### config.mk
export PLATFORM = sky130hd
export DESIGN_NAME = metm_outbuf
export DESIGN_NICKNAME = d
export VERILOG_FILES = /design/src/rtl/core/metm_pkg.sv /design/src/rtl/core/metm_outbuf.sv
export SDC_FILE = /design/constraint.sdc
export NUM_CORES = 1
export LEC_CHECK = 0
export BUFFER_PORTS_ARGS = -buffer_cell sky130_fd_sc_hd__buf_2
export CORE_ASPECT_RATIO = 0.6
export CORE_UTILIZATION = 40
export DETAILED_ROUTE_END_ITERATION = 10
export PLACE_DENSITY = 0.79
export SETUP_SLACK_MARGIN = 0.5
export SYNTH_ARGS = -nofsm -noshare
export SYNTH_HDL_FRONTEND = slang
export SYNTH_SLANG_ARGS = --single-unit
### constraint.sdc
create_clock -name clk -period 2.6 [get_ports clk]
set_input_delay 0.52 -clock clk [delete_from_list [all_inputs] [get_ports clk]]
set_output_delay 0.52 -clock clk [all_outputs]
set_load 0.005 [all_outputs]
### src/rtl/core/metm_pkg.sv
// shared types, widths and defaults for the multi-exponential trace mixer
package metm_pkg;

	// default sizes
	localparam int NEURONS_DEF    = 256;
	localparam int COMPONENTS_DEF = 8;

	// field and datapath widths
	localparam int NEURON_W  = 8;
	localparam int SPIKE_W   = 16;
	localparam int OUT_W     = 16;
	localparam int TRACE_W   = 24;
	localparam int COEF_W    = 16;
	localparam int CFG_W     = 32;
	localparam int CFG_IDX_W = 4;
	localparam int ACC_W     = 48;
	localparam int MAX_AW    = 16;

	// saturation limits
	localparam logic signed [TRACE_W-1:0] TRACE_MAX = 24'sh7FFFFF;
	localparam logic signed [TRACE_W-1:0] TRACE_MIN = -24'sh800000;
	localparam logic signed [OUT_W-1:0]   OUT_MAX   = 16'sh7FFF;
	localparam logic signed [OUT_W-1:0]   OUT_MIN   = -16'sh8000;

	// word moving down the row of cells
	typedef struct packed {
		logic                       valid;
		logic                       hit;
		logic [NEURON_W-1:0]        neuron;
		logic signed [SPIKE_W-1:0]  spike;
		logic signed [ACC_W-1:0]    acc;
	} item_t;

	// trace clearing sweep control
	typedef struct packed {
		logic              en;
		logic [MAX_AW-1:0] addr;
	} clr_t;

endpackage

### src/rtl/core/metm_outbuf.sv
// output rounding, saturation and skid buffer
module metm_outbuf (
	input  logic                              clk,
	input  logic                              arst_n,
	input  metm_pkg::item_t                   din,
	output logic                              adv,
	output logic                              out_valid,
	input  logic                              out_ready,
	output logic signed [metm_pkg::OUT_W-1:0] mixed_current
);
	import metm_pkg::*;

	logic                     out_valid_q, skid_valid_q;
	logic signed [OUT_W-1:0]  out_data_q, skid_data_q;
	logic signed [ACC_W-1:0]  rnd, shd;
	logic signed [OUT_W-1:0]  word;
	logic                     push, pop;

	// round q2.38 sum to q2.14 and saturate, zero for an unknown neuron
	always_comb begin
		rnd = din.acc + $signed(ACC_W'(32'h0080_0000));
		shd = rnd >>> 24;
		if (!din.hit) begin
			word = '0;
		end else if (shd > ACC_W'(OUT_MAX)) begin
			word = OUT_MAX;
		end else if (shd < ACC_W'(OUT_MIN)) begin
			word = OUT_MIN;
		end else begin
			word = shd[OUT_W-1:0];
		end
	end

	assign adv  = !skid_valid_q;
	assign push = adv && din.valid;
	assign pop  = out_valid_q && out_ready;

	// output register plus one skid slot
	always_ff @(posedge clk or negedge arst_n) begin
		if (!arst_n) begin
			out_valid_q  <= 1'b0;
			skid_valid_q <= 1'b0;
		end else if (!out_valid_q || pop) begin
			if (skid_valid_q) begin
				out_valid_q  <= 1'b1;
				skid_valid_q <= 1'b0;
			end else begin
				out_valid_q <= push;
			end
		end else if (push) begin
			skid_valid_q <= 1'b1;
		end
	end

	always_ff @(posedge clk) begin
		if (!out_valid_q || pop) begin
			out_data_q <= skid_valid_q ? skid_data_q : word;
		end else if (push) begin
			skid_data_q <= word;
		end
	end

	assign out_valid     = out_valid_q;
	assign mixed_current = out_data_q;

`ifndef ASSERT_OFF
	a_skid_behind : assert property (@(posedge clk) disable iff (!arst_n)
		skid_valid_q |-> out_valid_q)
		else $error("skid slot full with output empty");
	a_skid_cause : assert property (@(posedge clk) disable iff (!arst_n)
		$rose(skid_valid_q) |-> $past(out_valid_q && !out_ready))
		else $error("skid slot filled without a stall");
	a_skid_drain : assert property (@(posedge clk) disable iff (!arst_n)
		(skid_valid_q && out_ready) |=> out_valid_q && !skid_valid_q)
		else $error("skid slot did not drain on take");
`endif

endmodule
Word level (Yosys, flattened, before mapping)
Cells that the tools add are included.
{ "totals": {"reg_bits": 34, "input_bits": 77, "wordCells": 22} }
{ "classes": {"addsub": 1, "order_cmp": 2, "n_mux": 7, "bitwise": 1, "reduce_logical": 7} }
{ "ops": {"columns": ["op", "count"], "rows": [
  ["2-to-1 mux 16 bit", 4],
  ["adder 48 x 25 -> 48 bit (second input constant)", 1],
  ["> comparator 24 x 16 -> 1 bit (second input constant)", 1],
  ["less-than comparator 24 x 16 -> 1 bit (second input constant)", 1],
  ["2-to-1 mux 1 bit", 3],
  ["logical AND 1 bit", 2],
  ["zero test 1 bit", 2],
  ["AND reduction 2 bit", 1],
  ["nonzero test 2 bit", 1],
  ["logical OR 1 bit", 1],
  ["NOT 1 bit", 1]
]} }

Longest topological paths before layout
{ "depth": {"depth_word": 6, "mapped_depth": 10, "ltp_nobuf": 8} }

Worst setup path after synthesis
OpenSTA, ideal clock, no wires.
{ "synth_path": {"kind": "input-to-reg", "start": "input port out_ready", "end": "register skid_data_q[0], enable pin", "setup_time_ps": 413, "arrival_ps": 2317, "required_time_ps": 2187, "slack_ps": -130, "cell_stages": 2, "cell_sequence": "nand2b_1 > nor3b_1"} }
{ "synth_via": {"elab_chain_len": 4} }
{ "synth_lines": {"columns": ["element", "line", "text"], "rows": [
  ["from (decl)", "metm_outbuf.sv:8", "input logic out_ready,"],
  ["logical AND 1 bit", "metm_outbuf.sv:36", "assign pop = out_valid_q && out_ready;"],
  ["logical OR 1 bit", "metm_outbuf.sv:56", "if (!out_valid_q || pop) begin"],
  ["NOT 1 bit (no line)", null, null],
  ["AND reduction 2 bit (no line)", null, null],
  ["to (signal assigned)", "metm_outbuf.sv:59", "skid_data_q <= word;"],
  ["to (decl)", "metm_outbuf.sv:14", "logic signed [OUT_W-1:0] out_data_q, skid_data_q;"]
]} }
Every way passes these cells.
A chain may end at the register's enable or synchronous reset.

Worst setup path after layout
{ "layout_path": {"start": "input port din[42] in the netlist's numbering", "end": "register out_data_q[0] (netlist: mixed_current[0]) (data pin)"} }
{ "layout_via": {"elab_chain_len": 6, "elab_cells_between_ends": 7, "classes_between": "1 x add/sub; 2 x order compare; 4 x mux"} }
{ "layout_lines": {"columns": ["element", "line", "text"], "rows": [
  ["from (decl)", "metm_outbuf.sv:5", "input metm_pkg::item_t din,"],
  ["adder 48 x 25 -> 48 bit (*)", "metm_outbuf.sv:21", "rnd = din.acc + $signed(ACC_W'(32'h0080_0000));"],
  ["less-than comparator 24 x 16 -> 1 bit", "metm_outbuf.sv:27", "end else if (shd < ACC_W'(OUT_MIN)) begin"],
  ["2-to-1 mux 16 bit", "metm_outbuf.sv:27", null],
  ["2-to-1 mux 16 bit (*)", "metm_outbuf.sv:25", "end else if (shd > ACC_W'(OUT_MAX)) begin"],
  ["2-to-1 mux 16 bit (*)", "metm_outbuf.sv:23", "if (!din.hit) begin"],
  ["named net word[0]", "metm_outbuf.sv:16", "logic signed [OUT_W-1:0] word;"],
  ["2-to-1 mux 16 bit (*)", "metm_outbuf.sv:57", "out_data_q <= skid_valid_q ? skid_data_q : word;"],
  ["to (signal assigned)", "metm_outbuf.sv:57", null],
  ["to (decl)", "metm_outbuf.sv:14", null]
]} }
Mark *: on every way through the listed nets, which the timed path passes. The rest lies on a longest branch.

==> impl_metrics.yaml <==
route:
  viasPerCell: 5.57
  dr.pass1.iters: 5
  drcViolationCount: 0
  ant_nets: 0
  drtIter0Drc: 130
  vias: 1966
  drt_wl_total_um: 6020
  routedWlPerCell_um: 17.1
floorplan:
  start_util_pct: 42.9
  io_pins: 95
  die_area_mm2: 0.00535
  die_w_um: 93.7
  std_cell_rows: 19
  core_mm2: 0.00471
  dieHeight_um: 57.0
placement:
  gp_congestion: 0.902
  place_ws_ns: -0.236
  dp_hpwl_um: 4010
  port_buffers: 47
job:
  drv_cap: 0
timing:
  finalSetupTns_ns: 0
  fmax_ghz: 0.404
  relSlewSlack_pct: 58.3
  hold_viol: 0
  layout_min_cycle_time_ns: 2.47
  fin_crit_sh_pct: 95.1
  final.setup.worst_slack_ns: 0.128
  setup_violations: 0
  slew_viol_final: 0
  skew_ns: 0.00758
  rsz0062_at_grt: "yes"
  worst_pin_slew_ns: 0.624
global_routing:
  grt_pass1_wl_um: 9160
  met2_usage_pct: 38.3
  grt_use_total_pct: 23.5
  grt_overflow_total: 0
  use_met1_pct: 30.0
  grt_max_degree: 21
  met3_usage_pct: 7.33
  grt_pass1_vias: 1871
  grt_busiest_layer: "met2"
  grt_antenna_before_repair: 0
cts:
  htreeDepth: 2
  clk_pin_slew_ns: 0.07
  cts_buffer_depth: 2
  cts-root-buf: "clkbuf_8"
  cts_buffers: 5
  clk_latency_ns: 0.30
  cts_tree: "yes"
  cts.sinks: 34
yosys:
  synth_area_leaders: "edfxtp_1, nand2_1, xnor2_1"
  syn_avg_cell_area_um2: 10.4
  synth_cells: 195
  synth_ff_type: "edfxtp_1"
  ys_ff_latch: 34
  yosysTopAreaCell: "edfxtp_1"
  syn_nets: 273
  syn_area_mm2: 0.00202
  synth_cell_types: 41
  yosysSeqAreaShare_pct: 50.1
  synth_edf_count: 32
  ys_warn_count: 0
  async_reset_ff_share_pct: 5.88
  yosys.area.top_type_share_pct: 47.6
run_status:
  status: "finished clean"
setup_path:
  critPathMaxFanout: 6
  crit_required_ns: 2.65
  reg2regPathDepth: 3
  max_stage_delay_ns: 0.39
  crit_type: "input pin to register"
  crit_path_start_kind: "input pin"
  cp.arrival_ns: 2.52
  path_cells: "buf_2, a311oi_1, a31oi_1, a2111oi_4, a21oi_2, o31a_1, o211a_1, mux2_4"
  cpMaxStageDelayCell: "a2111oi_4"
  end_kind: "register"
finish:
  fill_cells: 368
  area_growth_pct: 56.8
  drive_above_1_share_pct: 49.7
  num-nets-final: 367
  num_antenna_cells: 0
power_and_ir_drop:
  ir_drop_mv: 0.284
  p_total_mw: 1.42
  powerDensity_mw_per_mm2: 449
  p_leak_nw: 1.23
hold_path:
  holdPathStages: 3
  min_path_type: "input pin to register"
-- placed cells by master, fill, tap and decap left out, types with 3 or more instances in the layout --
cell type	n
a21oi_1	3
a21oi_4	8
a2bb2oi_2	5
and3_1	3
and4_1	3
buf_2	34
buf_4	43
buf_6	12
buf_8	5
clkbuf_8	6
edfxtp_1	32
nand2_1	26
nand3_1	7
nand4_1	3
nor2_1	11
nor2_2	5
nor2b_1	9
o21a_1	5
o21ai_1	5
xnor2_1	10
xor2_1	7
-- layout make-up --
cell class | count | area, µm² | share of cell area (%)
Timing Repair Buffer | 95 | 713 | 22.5
Clock buffer | 6 | 82.6 | 2.61
Multi-Input combinational cell | 152 | 1260 | 39.9
Sequential cell | 34 | 1010 | 31.9
Tap cell | 63 | 78.8 | 2.49
Clock inverter | 2 | 12.5 | 0.395
Inverter | 1 | 3.75 | 0.119
-- final timing paths --
kind	start	to	slack, ns
max in group asynchronous	arst_n	out_valid	1.98
setup / recovery	din[42]	mixed_current[0]	0.13
hold / removal	din[73]	out_valid	0.45
setup reg to reg	skid_valid_q	mixed_current[11]	1.21
min in group asynchronous	arst_n	skid_valid_q	0.53
hold reg to reg	skid_data_q[3]	mixed_current[3]	0.53
-- worst max-delay path, delay by kind of cell --
kind | cells | cell delay (ns)
muxes | 1 | 0.26
buffers and inverters | 1 | 0.17
AOI/OAI and AO/OA | 6 | 1.57
-- registers in the layout, indices dropped and copies added (netlist names) --
register,flops
out_valid,1
skid_data_q,16
skid_valid_q,1
mixed_current,16
-- layer usage --
| layer | routed length [µm] | up-vias |
|---|---|---|
| met2 | 2920 | 98 |
| li1 | - | 914 |
| met5 | 0 | - |
| met3 | 456 | 13 |
| met1 | 2520 | 941 |
| met4 | 127 | 0 |
-- per-stage QoR --
step	cells	area (µm²)	util [%]	hold WS, ns
floorplan	195	2110	-	0.224
global route	353	3170	67.3	0.448
detailed placement	336	2670	56.6	0.306
CTS	352	3000	63.7	0.444
finish	353	3170	67.3	0.453
global placement	336	2670	56.6	0.306
-- synthesized netlist by cell type (2+ instances only) --
| cell | n |
|---|---|
| a31oi_1 | 2 |
| clkbuf_1 | 5 |
| nor3_1 | 2 |
| edfxtp_1 | 32 |
| nor2_1 | 16 |
| a211oi_1 | 2 |
| xor2_1 | 8 |
| nor2b_1 | 9 |
| nand2_1 | 26 |
| or3_1 | 2 |
| nand3b_1 | 2 |
| and3_1 | 4 |
| dfrtp_1 | 2 |
| xnor2_1 | 11 |
| o21ai_0 | 8 |
| nand4_1 | 3 |
| nor4_1 | 5 |
| and4_1 | 3 |
| buf_2 | 2 |
| a2bb2oi_1 | 5 |
| nand3_1 | 11 |
| a21oi_1 | 12 |
| o21a_1 | 5 |
-- timing repair --
action                                 4_1_cts  5_1_grt
gates resized for setup                     39       34
setup endpoints to repair                   32       32
endpoints found under the hold margin        2        0
buffers inserted                             7        1
pin swaps                                   11       18
hold buffers                                 1        0
-- logic make-up (layout without fill, tap and decap cells) --
logic type	after synthesis	in the layout	synth area share (%)
mux	1	1	0.743
buf+inv	9	104	2.17
simple gates	91	91	24.3
flops	34	34	50.1
xor+xnor	19	19	8.24
compound gates	40	40	13.9
fa+ha+maj	1	1	0.619
-- where the power goes --
part           internal (mW)  total (mW)  switching, mW
clock network          0.213       0.415          0.202
registers              0.652       0.663         0.0108
logic                  0.167       0.345          0.178
Note: power is estimated with default switching activity, not from simulation.
